--- config.mk ---
export PLATFORM = sky130hd
export DESIGN_NAME = three_channel_ring_fir_lowpass_core
export DESIGN_NICKNAME = d
export VERILOG_FILES = /design/src/hdl/tcrf_pkg.sv /design/src/hdl/tcrf_cfg_regs.sv /design/src/hdl/tcrf_datapath.sv /design/src/hdl/tcrf_ctrl.sv /design/src/hdl/three_channel_ring_fir_lowpass_core.sv
export VERILOG_INCLUDE_DIRS = /design/src /design/src/hdl
export SDC_FILE = /design/constraint.sdc
export NUM_CORES = 2
export LEC_CHECK = 0
export BUFFER_PORTS_ARGS = -buffer_cell sky130_fd_sc_hd__buf_2
export CORE_MARGIN = 1.5
export CORE_UTILIZATION = 58
export DETAILED_ROUTE_END_ITERATION = 6
export GPL_TIMING_DRIVEN = 1
export HOLD_SLACK_MARGIN = 0.1
export PLACE_DENSITY_LB_ADDON = 0.05
export SLEW_MARGIN = 20
export SYNTH_ARGS = -nofsm -noshare
export SYNTH_HDL_FRONTEND = slang
export SYNTH_SLANG_ARGS = --single-unit
--- constraint.sdc ---
create_clock -name clk -period 7.1 [get_ports clk]
set_clock_uncertainty 0.05 [all_clocks]
set_input_delay 0.355 -clock clk [delete_from_list [all_inputs] [get_ports clk]]
set_output_delay 0.355 -clock clk [all_outputs]
set_load 0.02 [all_outputs]
--- src/hdl/three_channel_ring_fir_lowpass_core_macros.svh ---
// Assertion macros shared by the ring FIR low-pass core.
`ifndef THREE_CHANNEL_RING_FIR_LOWPASS_CORE_MACROS_SVH
`define THREE_CHANNEL_RING_FIR_LOWPASS_CORE_MACROS_SVH

// Same-cycle implication, sampled on clk, off during reset.
`define TCRF_ASSERT_IMP(lbl, ante, cons, msg) \
    lbl: assert property (@(posedge clk) disable iff (!rst_n) (ante) |-> (cons)) \
        else $error(msg);

// Next-cycle implication, sampled on clk, off during reset.
`define TCRF_ASSERT_NEXT(lbl, ante, cons, msg) \
    lbl: assert property (@(posedge clk) disable iff (!rst_n) (ante) |=> (cons)) \
        else $error(msg);

`endif

--- src/hdl/tcrf_pkg.sv ---
// Shared constants, types and helpers of the ring FIR low-pass core.
package tcrf_pkg;

    localparam int MAX_TAPS  = 8;
    localparam int COEF_BITS = 16;
    localparam int SLOT_W    = 16;
    localparam int SAMPLE_W  = 8;
    localparam int WIN_W     = 4;
    localparam int CHANNELS  = 3;
    localparam int TAP_IDX_W = (MAX_TAPS > 1) ? $clog2(MAX_TAPS) : 1;
    localparam int PROD_W    = SAMPLE_W + COEF_BITS;
    localparam int ACC_W     = PROD_W + TAP_IDX_W;
    localparam int INT_W     = ACC_W - COEF_BITS;
    localparam int CFG_IDX_W = 3;
    localparam int CFG_DATA_W = 64;

    localparam logic [SAMPLE_W-1:0]   SAMPLE_MAX      = 8'hFF;
    localparam logic                  RST_ENABLE      = 1'b0;
    localparam logic [WIN_W-1:0]      RST_WINDOW      = 4'd5;
    localparam logic [CFG_DATA_W-1:0] RST_COEF_LOW    = 64'h3333_3333_3333_3333;
    localparam logic [CFG_DATA_W-1:0] RST_COEF_HIGH   = 64'h0000_0000_0000_3333;

    typedef enum logic [CFG_IDX_W-1:0] {
        CFG_FILTER_ENABLE = 3'd0,
        CFG_WINDOW_SIZE   = 3'd1,
        CFG_COEF_LOW      = 3'd2,
        CFG_COEF_HIGH     = 3'd3
    } cfg_index_t;

    typedef logic [SAMPLE_W-1:0] sample_t;

    typedef struct packed {
        logic                                enable;
        logic [WIN_W-1:0]                    win;
        logic [MAX_TAPS-1:0][COEF_BITS-1:0]  taps;
    } cfg_t;

    typedef struct packed {
        logic                 load;
        logic                 filt;
        logic                 step;
        logic                 finish;
        logic [TAP_IDX_W-1:0] tap_idx;
    } cmd_t;

    // Clamp a raw window setting into 1..MAX_TAPS.
    function automatic logic [WIN_W-1:0] eff_window(input logic [WIN_W-1:0] w);
        logic [WIN_W-1:0] r;
        if (w == '0)
        begin
            r = WIN_W'(1);
        end
        else if (w > WIN_W'(MAX_TAPS))
        begin
            r = WIN_W'(MAX_TAPS);
        end
        else
        begin
            r = w;
        end
        return r;
    endfunction

endpackage

--- src/hdl/tcrf_cfg_regs.sv ---
// Configuration registers and tap unpacking of the ring FIR low-pass core.
module tcrf_cfg_regs (
    input  logic                               clk,
    input  logic                               rst_n,
    input  logic                               cfg_valid,
    output logic                               cfg_ready,
    input  logic [tcrf_pkg::CFG_IDX_W-1:0]     cfg_index,
    input  logic [tcrf_pkg::CFG_DATA_W-1:0]    cfg_data,
    output tcrf_pkg::cfg_t                     cfg,
    output logic                               primed_clear
);

    logic                              enable_reg;
    logic [tcrf_pkg::WIN_W-1:0]        window_reg;
    logic [tcrf_pkg::CFG_DATA_W-1:0]   coef_low_reg;
    logic [tcrf_pkg::CFG_DATA_W-1:0]   coef_high_reg;
    logic [tcrf_pkg::WIN_W-1:0]        new_window;

    assign cfg_ready  = 1'b1;
    assign new_window = cfg_data[tcrf_pkg::WIN_W-1:0];

    always_ff @(posedge clk or negedge rst_n)
    begin
        if (!rst_n)
        begin
            enable_reg    <= tcrf_pkg::RST_ENABLE;
            window_reg    <= tcrf_pkg::RST_WINDOW;
            coef_low_reg  <= tcrf_pkg::RST_COEF_LOW;
            coef_high_reg <= tcrf_pkg::RST_COEF_HIGH;
        end
        else if (cfg_valid)
        begin
            case (cfg_index)
                tcrf_pkg::CFG_FILTER_ENABLE: enable_reg    <= cfg_data[0];
                tcrf_pkg::CFG_WINDOW_SIZE:   window_reg    <= new_window;
                tcrf_pkg::CFG_COEF_LOW:      coef_low_reg  <= cfg_data;
                tcrf_pkg::CFG_COEF_HIGH:     coef_high_reg <= cfg_data;
                default: ;
            endcase
        end
    end

    // Drop the primed state only when the effective window really changes.
    always_comb
    begin
        primed_clear = cfg_valid
                    && (cfg_index == tcrf_pkg::CFG_WINDOW_SIZE)
                    && (tcrf_pkg::eff_window(new_window) != tcrf_pkg::eff_window(window_reg));
    end

    always_comb
    begin
        cfg.enable = enable_reg;
        cfg.win    = tcrf_pkg::eff_window(window_reg);
        for (int i = 0; i < tcrf_pkg::MAX_TAPS; i++)
        begin
            if (i < 4)
            begin
                cfg.taps[i] = coef_low_reg[(i % 4) * tcrf_pkg::SLOT_W +: tcrf_pkg::COEF_BITS];
            end
            else
            begin
                cfg.taps[i] = coef_high_reg[(i % 4) * tcrf_pkg::SLOT_W +: tcrf_pkg::COEF_BITS];
            end
        end
    end

endmodule

--- src/hdl/tcrf_datapath.sv ---
// Sample rings, multiply-accumulate lanes and output registers.
module tcrf_datapath (
    input  logic                 clk,
    input  logic                 rst_n,
    input  tcrf_pkg::cfg_t       cfg,
    input  logic                 primed_clear,
    input  tcrf_pkg::cmd_t       cmd,
    input  tcrf_pkg::sample_t    rudder_sample,
    input  tcrf_pkg::sample_t    main_engine_sample,
    input  tcrf_pkg::sample_t    sub_engine_sample,
    output tcrf_pkg::sample_t    rudder_filtered,
    output tcrf_pkg::sample_t    main_engine_filtered,
    output tcrf_pkg::sample_t    sub_engine_filtered
);

    tcrf_pkg::sample_t                  ring_reg [tcrf_pkg::CHANNELS][tcrf_pkg::MAX_TAPS];
    tcrf_pkg::sample_t                  samp_reg [tcrf_pkg::CHANNELS];
    tcrf_pkg::sample_t                  out_reg  [tcrf_pkg::CHANNELS];
    logic [tcrf_pkg::ACC_W-1:0]         acc_reg  [tcrf_pkg::CHANNELS];
    logic [tcrf_pkg::ACC_W-1:0]         acc_next [tcrf_pkg::CHANNELS];
    tcrf_pkg::sample_t                  sat_val  [tcrf_pkg::CHANNELS];
    tcrf_pkg::sample_t                  in_samp  [tcrf_pkg::CHANNELS];
    logic [tcrf_pkg::TAP_IDX_W-1:0]     wp_reg;
    logic [tcrf_pkg::TAP_IDX_W-1:0]     pos_reg;
    logic                               primed_reg;
    logic                               filt_reg;
    logic [tcrf_pkg::WIN_W:0]           j_sum;
    logic [tcrf_pkg::TAP_IDX_W-1:0]     j_idx;
    logic [tcrf_pkg::WIN_W-1:0]         win_last;
    logic [tcrf_pkg::PROD_W-1:0]        prod;
    logic [tcrf_pkg::INT_W-1:0]         int_part;

    assign in_samp[0] = rudder_sample;
    assign in_samp[1] = main_engine_sample;
    assign in_samp[2] = sub_engine_sample;

    assign rudder_filtered      = out_reg[0];
    assign main_engine_filtered = out_reg[1];
    assign sub_engine_filtered  = out_reg[2];

    assign win_last = cfg.win - tcrf_pkg::WIN_W'(1);

    // Ring slot for this tap: pos + idx, wrapped once into the window.
    always_comb
    begin
        j_sum = (tcrf_pkg::WIN_W+1)'(pos_reg) + (tcrf_pkg::WIN_W+1)'(cmd.tap_idx);
        if (j_sum >= {1'b0, cfg.win})
        begin
            j_sum = j_sum - {1'b0, cfg.win};
        end
        j_idx = j_sum[tcrf_pkg::TAP_IDX_W-1:0];
    end

    always_comb
    begin
        prod     = '0;
        int_part = '0;
        for (int c = 0; c < tcrf_pkg::CHANNELS; c++)
        begin
            prod = tcrf_pkg::PROD_W'(ring_reg[c][j_idx])
                 * tcrf_pkg::PROD_W'(cfg.taps[cmd.tap_idx]);
            acc_next[c] = acc_reg[c] + tcrf_pkg::ACC_W'(prod);
            int_part = acc_reg[c][tcrf_pkg::ACC_W-1:tcrf_pkg::COEF_BITS];
            if (int_part > tcrf_pkg::INT_W'(tcrf_pkg::SAMPLE_MAX))
            begin
                sat_val[c] = tcrf_pkg::SAMPLE_MAX;
            end
            else
            begin
                sat_val[c] = int_part[tcrf_pkg::SAMPLE_W-1:0];
            end
        end
    end

    // Control state of the rings.
    always_ff @(posedge clk or negedge rst_n)
    begin
        if (!rst_n)
        begin
            primed_reg <= 1'b0;
            wp_reg     <= '0;
        end
        else if (primed_clear)
        begin
            primed_reg <= 1'b0;
        end
        else if (cmd.load && cmd.filt)
        begin
            primed_reg <= 1'b1;
        end
        else if (cmd.finish && filt_reg)
        begin
            if (pos_reg != '0)
            begin
                wp_reg <= pos_reg - tcrf_pkg::TAP_IDX_W'(1);
            end
            else
            begin
                wp_reg <= win_last[tcrf_pkg::TAP_IDX_W-1:0];
            end
        end
    end

    always_ff @(posedge clk)
    begin
        if (cmd.load)
        begin
            filt_reg <= cmd.filt;
            for (int c = 0; c < tcrf_pkg::CHANNELS; c++)
            begin
                samp_reg[c] <= in_samp[c];
                acc_reg[c]  <= '0;
            end
            if (cmd.filt)
            begin
                if (!primed_reg)
                begin
                    // First beat after reset or a window change: fill every slot.
                    pos_reg <= '0;
                    for (int c = 0; c < tcrf_pkg::CHANNELS; c++)
                    begin
                        for (int k = 0; k < tcrf_pkg::MAX_TAPS; k++)
                        begin
                            ring_reg[c][k] <= in_samp[c];
                        end
                    end
                end
                else
                begin
                    pos_reg <= wp_reg;
                    for (int c = 0; c < tcrf_pkg::CHANNELS; c++)
                    begin
                        ring_reg[c][wp_reg] <= in_samp[c];
                    end
                end
            end
        end
        if (cmd.step)
        begin
            for (int c = 0; c < tcrf_pkg::CHANNELS; c++)
            begin
                acc_reg[c] <= acc_next[c];
            end
        end
        if (cmd.finish)
        begin
            for (int c = 0; c < tcrf_pkg::CHANNELS; c++)
            begin
                out_reg[c] <= filt_reg ? sat_val[c] : samp_reg[c];
            end
        end
    end

endmodule

--- src/hdl/tcrf_ctrl.sv ---
// Sequencer of the ring FIR low-pass core: accept, tap loop, result hand-off.
`include "three_channel_ring_fir_lowpass_core_macros.svh"

module tcrf_ctrl (
    input  logic             clk,
    input  logic             rst_n,
    input  tcrf_pkg::cfg_t   cfg,
    input  logic             in_valid,
    output logic             in_stall,
    output logic             out_valid,
    input  logic             out_stall,
    output tcrf_pkg::cmd_t   cmd
);

    typedef enum logic [2:0] {
        S_IDLE = 3'b001,
        S_MAC  = 3'b010,
        S_DONE = 3'b100
    } ctrl_state_t;

    ctrl_state_t                      state_reg, state_next;
    logic [tcrf_pkg::TAP_IDX_W-1:0]   tap_reg, tap_next;
    logic                             out_valid_reg, out_valid_next;
    logic [tcrf_pkg::WIN_W-1:0]       win_last;

    assign win_last  = cfg.win - tcrf_pkg::WIN_W'(1);
    assign in_stall  = (state_reg != S_IDLE);
    assign out_valid = out_valid_reg;

    always_comb
    begin
        state_next     = state_reg;
        tap_next       = tap_reg;
        out_valid_next = out_valid_reg;
        cmd            = '0;
        if (out_valid_reg && !out_stall)
        begin
            out_valid_next = 1'b0;
        end
        case (state_reg)
            S_IDLE:
            begin
                if (in_valid)
                begin
                    cmd.load   = 1'b1;
                    cmd.filt   = cfg.enable;
                    tap_next   = '0;
                    state_next = cfg.enable ? S_MAC : S_DONE;
                end
            end
            S_MAC:
            begin
                cmd.step    = 1'b1;
                cmd.tap_idx = tap_reg;
                if (tcrf_pkg::WIN_W'(tap_reg) == win_last)
                begin
                    state_next = S_DONE;
                end
                else
                begin
                    tap_next = tap_reg + tcrf_pkg::TAP_IDX_W'(1);
                end
            end
            S_DONE:
            begin
                // Hold until the output register is free or being emptied.
                if (!out_valid_reg || !out_stall)
                begin
                    cmd.finish     = 1'b1;
                    out_valid_next = 1'b1;
                    state_next     = S_IDLE;
                end
            end
            default:
            begin
                state_next = S_IDLE;
            end
        endcase
    end

    always_ff @(posedge clk or negedge rst_n)
    begin
        if (!rst_n)
        begin
            state_reg     <= S_IDLE;
            tap_reg       <= '0;
            out_valid_reg <= 1'b0;
        end
        else
        begin
            state_reg     <= state_next;
            tap_reg       <= tap_next;
            out_valid_reg <= out_valid_next;
        end
    end

    `TCRF_ASSERT_IMP(a_tap_in_window, state_reg == S_MAC, tcrf_pkg::WIN_W'(tap_reg) < cfg.win, "tap index outside window")
    `TCRF_ASSERT_NEXT(a_bypass_to_done, (state_reg == S_IDLE) && in_valid && !cfg.enable, state_reg == S_DONE, "bypass beat skipped done")
    `TCRF_ASSERT_NEXT(a_filter_to_mac, (state_reg == S_IDLE) && in_valid && cfg.enable, (state_reg == S_MAC) && (tap_reg == '0), "filter beat did not start tap loop")
    `TCRF_ASSERT_IMP(a_finish_safe, cmd.finish, !out_valid_reg || !out_stall, "result overwrote a pending beat")

endmodule

--- src/hdl/three_channel_ring_fir_lowpass_core.sv ---
// Flow: a filtered beat runs the tap loop in S_MAC and then S_DONE; a bypass beat goes
//   straight to S_DONE. in_stall stays high until S_DONE writes the output register.
//   The three multiply-accumulate lanes share a single tap loop.
// A new beat is taken while the previous result still waits in the output register.
// Reset: configuration to defaults, output empty, rings unprimed; the first filtered
//   beat after reset or a window change fills every ring slot.
module three_channel_ring_fir_lowpass_core (
    input  logic                              clk,
    input  logic                              rst_n,
    input  logic                              in_valid,
    output logic                              in_stall,
    input  tcrf_pkg::sample_t                 rudder_sample,
    input  tcrf_pkg::sample_t                 main_engine_sample,
    input  tcrf_pkg::sample_t                 sub_engine_sample,
    output logic                              out_valid,
    input  logic                              out_stall,
    output tcrf_pkg::sample_t                 rudder_filtered,
    output tcrf_pkg::sample_t                 main_engine_filtered,
    output tcrf_pkg::sample_t                 sub_engine_filtered,
    input  logic                              cfg_valid,
    output logic                              cfg_ready,
    input  logic [tcrf_pkg::CFG_IDX_W-1:0]    cfg_index,
    input  logic [tcrf_pkg::CFG_DATA_W-1:0]   cfg_data
);

    tcrf_pkg::cfg_t  cfg;
    tcrf_pkg::cmd_t  cmd;
    logic            primed_clear;

    tcrf_cfg_regs u_cfg (
        .clk          (clk),
        .rst_n        (rst_n),
        .cfg_valid    (cfg_valid),
        .cfg_ready    (cfg_ready),
        .cfg_index    (cfg_index),
        .cfg_data     (cfg_data),
        .cfg          (cfg),
        .primed_clear (primed_clear)
    );

    tcrf_ctrl u_ctrl (
        .clk       (clk),
        .rst_n     (rst_n),
        .cfg       (cfg),
        .in_valid  (in_valid),
        .in_stall  (in_stall),
        .out_valid (out_valid),
        .out_stall (out_stall),
        .cmd       (cmd)
    );

    tcrf_datapath u_dp (
        .clk                  (clk),
        .rst_n                (rst_n),
        .cfg                  (cfg),
        .primed_clear         (primed_clear),
        .cmd                  (cmd),
        .rudder_sample        (rudder_sample),
        .main_engine_sample   (main_engine_sample),
        .sub_engine_sample    (sub_engine_sample),
        .rudder_filtered      (rudder_filtered),
        .main_engine_filtered (main_engine_filtered),
        .sub_engine_filtered  (sub_engine_filtered)
    );

endmodule
## Yosys cells after proc, flatten, opt, wreduce, memory -nomap -nowiden

Memory sizes are Yosys's and may differ from the RTL's.
Index checks and enable logic that the tools add are counted.

- Output and inout port bits: 27
- Word-level logic and storage cells: 524
- Memories: 4
- RAM bits: 321
- Input bits: 96
- Register bits: 148

- Mux-type cells: 253
- Bitwise operators: 199
- $mul: 3
- Magnitude comparators: 10
- $add $sub $neg: 8
- Equal/unequal tests: 13
- Reductions and logical operators: 23

Memories:

| name | depth | width | read ports | clocked after memory_dff | wr ports | line | text |
|---|---|---|---|---|---|---|---|
| u_dp.ring_reg | 3 | 64 | 3 | 0 | 3 | tcrf_datapath.sv:16 | `tcrf_pkg::sample_t ring_reg [tcrf_pkg::CHANNELS][tcrf_pkg::MAX_TAPS];` |
| u_dp.acc_reg | 3 | 27 | 3 | 0 | 3 | tcrf_datapath.sv:19 | `logic [tcrf_pkg::ACC_W-1:0] acc_reg [tcrf_pkg::CHANNELS];` |
| u_dp.out_reg | 3 | 8 | 3 | 0 | 3 | tcrf_datapath.sv:18 | `tcrf_pkg::sample_t out_reg [tcrf_pkg::CHANNELS];` |
| u_dp.samp_reg | 3 | 8 | 3 | 0 | 3 | tcrf_datapath.sv:17 | `tcrf_pkg::sample_t samp_reg [tcrf_pkg::CHANNELS];` |

Operator list:

| cell | number |
|---|---|
| $mux 1 | 213 |
| $or 1x1->1 | 195 |
| $mux 8 | 13 |
| $add 27x24->27 | 3 |
| $mux 27 | 3 |
| $bmux 8 s3 | 3 |
| $mul 8x16->24 | 3 |
| $mux 64 | 1 |
| $bmux 16 s3 | 1 |
| $gt 11x8->1 const B | 3 |
| $mux 3 | 9 |
| $demux 8 s3 | 1 |
| $mux 16 | 1 |
| $mux 4 | 4 |
| $reduce_and 2->1 | 5 |
| $eq 3x2->1 const B | 3 |
| $pmux 3 s3 | 1 |
| $reduce_and 3->1 | 3 |
| $ge 4x4->1 const B | 2 |
| $gt 4x4->1 const B | 2 |
| $logic_not 4->1 | 2 |
| $not 3->4 | 2 |
| $eq 3x1->1 const B | 2 |
| $logic_and 1x1->1 | 6 |
| 22 further kinds | 28 |

## Depth between registers and ports, before layout

- Depth after elaboration: 12
- Depth in mapped cells: 38
- Mapped depth without buffers: 34

## By module

A second synthesis with hierarchy kept.

- Cells, all modules: 3,082
- Area total of the unflattened synthesis: 34,620.7 µm²

Modules (own cells, without submodules):

| module | seq. area each (µm²) | cells each | instances | area an instance (µm²) |
|---|---|---|---|---|
| tcrf_datapath | 9,859.5 | 2,729 | 1 | 28,514.8 |
| tcrf_cfg_regs | 3,380.7 | 304 | 1 | 5,647.9 |
| tcrf_ctrl | 176.4 | 49 | 1 | 457.9 |

## Least setup slack after synthesis

No wires, ideal clock.

- Path type: flip-flop to flip-flop
- Start point: register u_ctrl.tap_reg[0] in the netlist's numbering
- End point: memory u_dp.acc_reg[0][50] in the netlist's numbering, data pin
- Library setup time: 0.270 ns
- Path slack: -0.562 ns
- Required time: 6.780 ns
- Data arrival time: 7.342 ns
- Cell stages (with the launch flop): 36
- Buffers on the path: 6
- Clock period less this slack: 7.662 ns
- Path through: dfrtp_1 buf_4 buf_2 nand2_1 inv_1 ha_1 inv_1 ha_1 fa_1 a21bo_1 a21o_1 a21oi_4 a21oi_4 buf_6 buf_4 mux2i_1 nand2_1 o21ai_4 buf_4 o22ai_1 fa_1 fa_1 fa_1 inv_1 fa_1 inv_1 ha_1 clkbuf_1 a21o_1 a21o_1 a21o_1 a21oi_1 nor2b_1 o311ai_0 a21o_1 a21oi_1

RTL lines:

| what | line | text |
|---|---|---|
| start: declaration | tcrf_ctrl.sv:22 | `logic [tcrf_pkg::TAP_IDX_W-1:0] tap_reg, tap_next;` |
| start signal: assignment | tcrf_ctrl.sv:92 | `tap_reg <= tap_next;` |
| end: declaration | tcrf_datapath.sv:19 |  |

==> metrics.md <==
| Metric | Value |
|---|---|
| Post-Syn Area | 35600 µm² |
| Via count | roughly 28000 |
| Worst setup EP type | register |
| CP arrival | between 8 and 9 ns |
| Synth top area cells | edfxtp_1 27%, fa_1 18%, dfrtp_1 7.1% |
| FP Rows | 90 |
| Fraction of layout cells with a size suffix above 1 | between 30% and 40% |
| Vias/cell | about 6.0 |
| Slew Limit Fails | 0 |
| Buf+Inv Stages, Crit Path | 10 |
| Core Area | approximately 60000 µm² |
| Vias in the first global route | just under 30000 |
| Total GRT Usage | around 34% |
| Fin nets | approximately 4400 |
| Hold Path Class | input port to register |
| Worst skew pair latency | roughly 0.63 ns |
| RSZ-0062 raised after global routing | true |
| Post-synth top area cell | edfxtp_1 |
| GR met1 Demand/Resource | between 40% and 50% |
| Post-Synthesis Cells | approximately 3100 |
| Final WL | around 110000 µm |
| Slew HR | approximately 27% |
| Die area | approximately 63000 µm² |
| Synth-to-Final Area Change | 32.9% |
| Crit path time final | roughly 7.9 ns |
| Max Freq | ~0.13 GHz |
| Slowest CP cell | fa_1 |
| Endpoints failing hold | 0 |
| Gr ovfl total | 0 |
| Count of final setup violators | between 50 and 60 |
| Post-Syn Nets | around 3600 |
| Worst path max stage delay | 0.56 ns |
| Share of the synthesized area in the top cell type | between 20 and 30% |
| Routed WL per cell | roughly 24 µm |
| Iter 0 DRT Violations | around 2500 |
| Startpoint types | register |
| DRT Pass-1 Iters | 7 |
| Crit-path most repeated cell | fa_1 |
| Clock buffer count from CTS | 53 |
| DRC | 1 |
| Routability cong. | roughly 0.94 |
| CTS tree | yes |
| Max reg flops | 192 |
| Clock Path Buffers | 3 |
| Met3 global-route usage | between 6 and 7% |
| Synth async-reset ratio | 30.7% |
| Final Worst Setup Slack | -0.771 ns |
| Met2 Track Usage GR | approximately 57% |
| Sequential fraction of the synthesis area | 37.7% |
| Port Buf Inserts | roughly 120 |
| Root Driver | clkbuf_16 |
| Initial Utilization | 58.8% |
| Actual slew at the worst max-slew pin | ~1.1 ns |
| Clk sinks | 469 |
| Gr busiest metal | met2 |
| Sequential cell area | between 10000 and 15000 µm² |
| Failing checks | design-rule violations, negative setup slack |
| Max-Cap Viols | 0 |
| Ys Warns | 0 |
| Die W | around 250 µm |
| IO Pins | approximately 120 |
| Final Core Density | about 78% |
| # H-tree levels | 2 |
| Worst r2r path cells | 36 |
| Post-synth EDFFs | around 330 |
| Initial antenna violation count | 2 |
| HPWL after DPL | approximately 73000 µm |
| Filler cells | 3613 |
| Crit-path max FO | 8 |
| Hold depth | 4 |
| Pin count of the biggest net entering global routing | 75 |
| Outcome | finished with violations |
| CP delay by family, top | adder cells |
| #FFs+latches synth | ~470 |
| Final Cycle Share | 111% |
| Mean post-synth cell area | ~12 µm² |
| Die Y-Extent | ~250 µm |
| Detail Route Antenna Nets | 0 |
| Multi-input combinational cell area | about 21000 µm² |
| WP depth | 36 |
| First-pass GRT wire length | between 150000 and 200000 µm |
| Top_reg_cell synth | edfxtp_1 |
| Setup CP Type | register to register |
| Clk slew on worst S/H paths | about 0.060 ns |
| Required @ worst endpoint | 7.38 ns |
| Unique cell type count in the Yosys netlist | between 70 and 80 |
==> final timing paths <==
kind	slack, ns	to	startpoint
max in group asynchronous	5.36	u_ctrl.tap_reg[0]$_DFFE_PN0P_	rst_n
worst min-delay path	0.15	u_cfg.window_reg[3]$_DFFE_PN0P_	cfg_index[2]
min in group asynchronous	0.23	u_cfg.window_reg[3]$_DFFE_PN0P_	rst_n
worst min register to register	0.45	u_cfg.coef_high_reg[53]$_DFFE_PN0P_	u_cfg.coef_high_reg[53]$_DFFE_PN0P_
worst max-delay path	-0.77	u_dp.acc_reg[0][75]$_SDFFCE_PP0P_	u_ctrl.state_reg[2]$_DFFE_PN0P_
worst max register to register	-0.77	u_dp.acc_reg[0][75]$_SDFFCE_PP0P_	u_ctrl.state_reg[2]$_DFFE_PN0P_
==> routing by layer <==
| metal | vias up | part of all wire, % |
|---|---|---|
| met4 | 0 | 5.0 |
| met3 | 387 | 8.2 |
| li1 | 12200 | - |
| met2 | 1394 | 48 |
| met1 | 13900 | 38 |
| met5 | - | 0 |
==> cells in the mapped netlist, types with 13 or more instances <==
cell type / instances
mux2_4: 13
o22ai_1: 243
buf_2: 48
inv_1: 505
o21ai_4: 38
clkbuf_1: 69
nor2_1: 129
ha_1: 159
o22a_1: 169
a21o_1: 32
nor3_1: 15
and2_1: 20
dfstp_2: 43
nand2_1: 113
a21oi_1: 96
buf_4: 46
mux2_2: 170
xnor2_1: 35
xor2_1: 31
nand3_1: 13
fa_1: 319
o21ai_0: 50
edfxtp_1: 325
nor2b_1: 13
a31oi_1: 15
mux2i_1: 65
buf_6: 24
dfrtp_1: 101
a211oi_1: 22
mux4_2: 16
==> placed cells by master (no fill, tap or decap), types with 26 or more instances in the layout <==
cell             n
fa_1           291
inv_1          477
a21oi_1         58
fa_2            28
o22ai_2         27
o21ai_4         55
buf_4          484
clkbuf_16       55
dfrtp_1        100
ha_4            36
a21o_1          32
xor2_1          28
a21oi_2         32
edfxtp_1       325
buf_6           88
o22a_1         169
dlygate4sd3_1   94
xnor2_1         26
mux2i_1         57
mux2_2         148
buf_2          120
nor2_1         120
nand2_1         99
inv_2           28
dfstp_2         43
o22ai_1        208
buf_12          76
mux2_4          35
ha_1           121
==> cell type report <==
class / instances / share of cell area [%]
repair buffers: 877 / 17.0
multi-input cells: 1896 / 44.6
inverters: 506 / 4.02
well taps: 782 / 2.07
clock buffers: 61 / 2.87
diodes: 2 / 0.0106
clock inverters: 39 / 1.05
flip-flops and latches: 469 / 28.4
==> per-stage QoR <==
step                      worst slack, ns  cells  cell area [µm²]  hold WS (ns)  TNS, ns
after floorplan                    -0.164   3060            36100       0.00941    -1.86
after global placement             -0.659   4234            40600         0.335   -18.61
after detailed placement           -0.826   4234            40600         0.348   -25.27
after CTS                          -0.551   4576            46200         0.136   -17.04
after global routing               -0.987   4631            47300         0.210   -41.51
final                              -0.771   4632            47300         0.146   -28.94
==> worst register-to-register path, delay by kind of cell, from the launching register on <==
family / cells / cell delay (ns)
xor gates and xnor gates: 2 / 0.28
muxes: 1 / 0.21
adders and majority gates: 7 / 2.83
and+or+nand+nor: 5 / 0.67
DFF: 1 / 0.45
buffers and inverters: 10 / 1.14
AOI/OAI and AO/OA: 11 / 1.95
==> cell families after synthesis <==
logic type / count (synthesis) / share of synthesized area [%]
AOI/OAI and AO/OA: 725 / 15.1
buffers and inverters: 698 / 8.53
adders and majority gates: 478 / 23.5
DFF: 469 / 37.7
and+or+nand+nor: 356 / 4.59
muxes: 266 / 8.84
xor gates and xnor gates: 67 / 1.67
other: 1 / 0.0105
==> repair_timing <==
item                                   4_1_cts  5_1_grt
setup buffers                              137       59
gates cloned                                11        2
pin swaps                                  154      122
hold buffers                                94        0
endpoints found under the hold margin      423        0
gates resized for setup                    259      153
setup endpoints to repair                   55       61
Power is not shown: default switching activity piles up to over one toggle a cycle in this logic, so the estimate is an artifact.
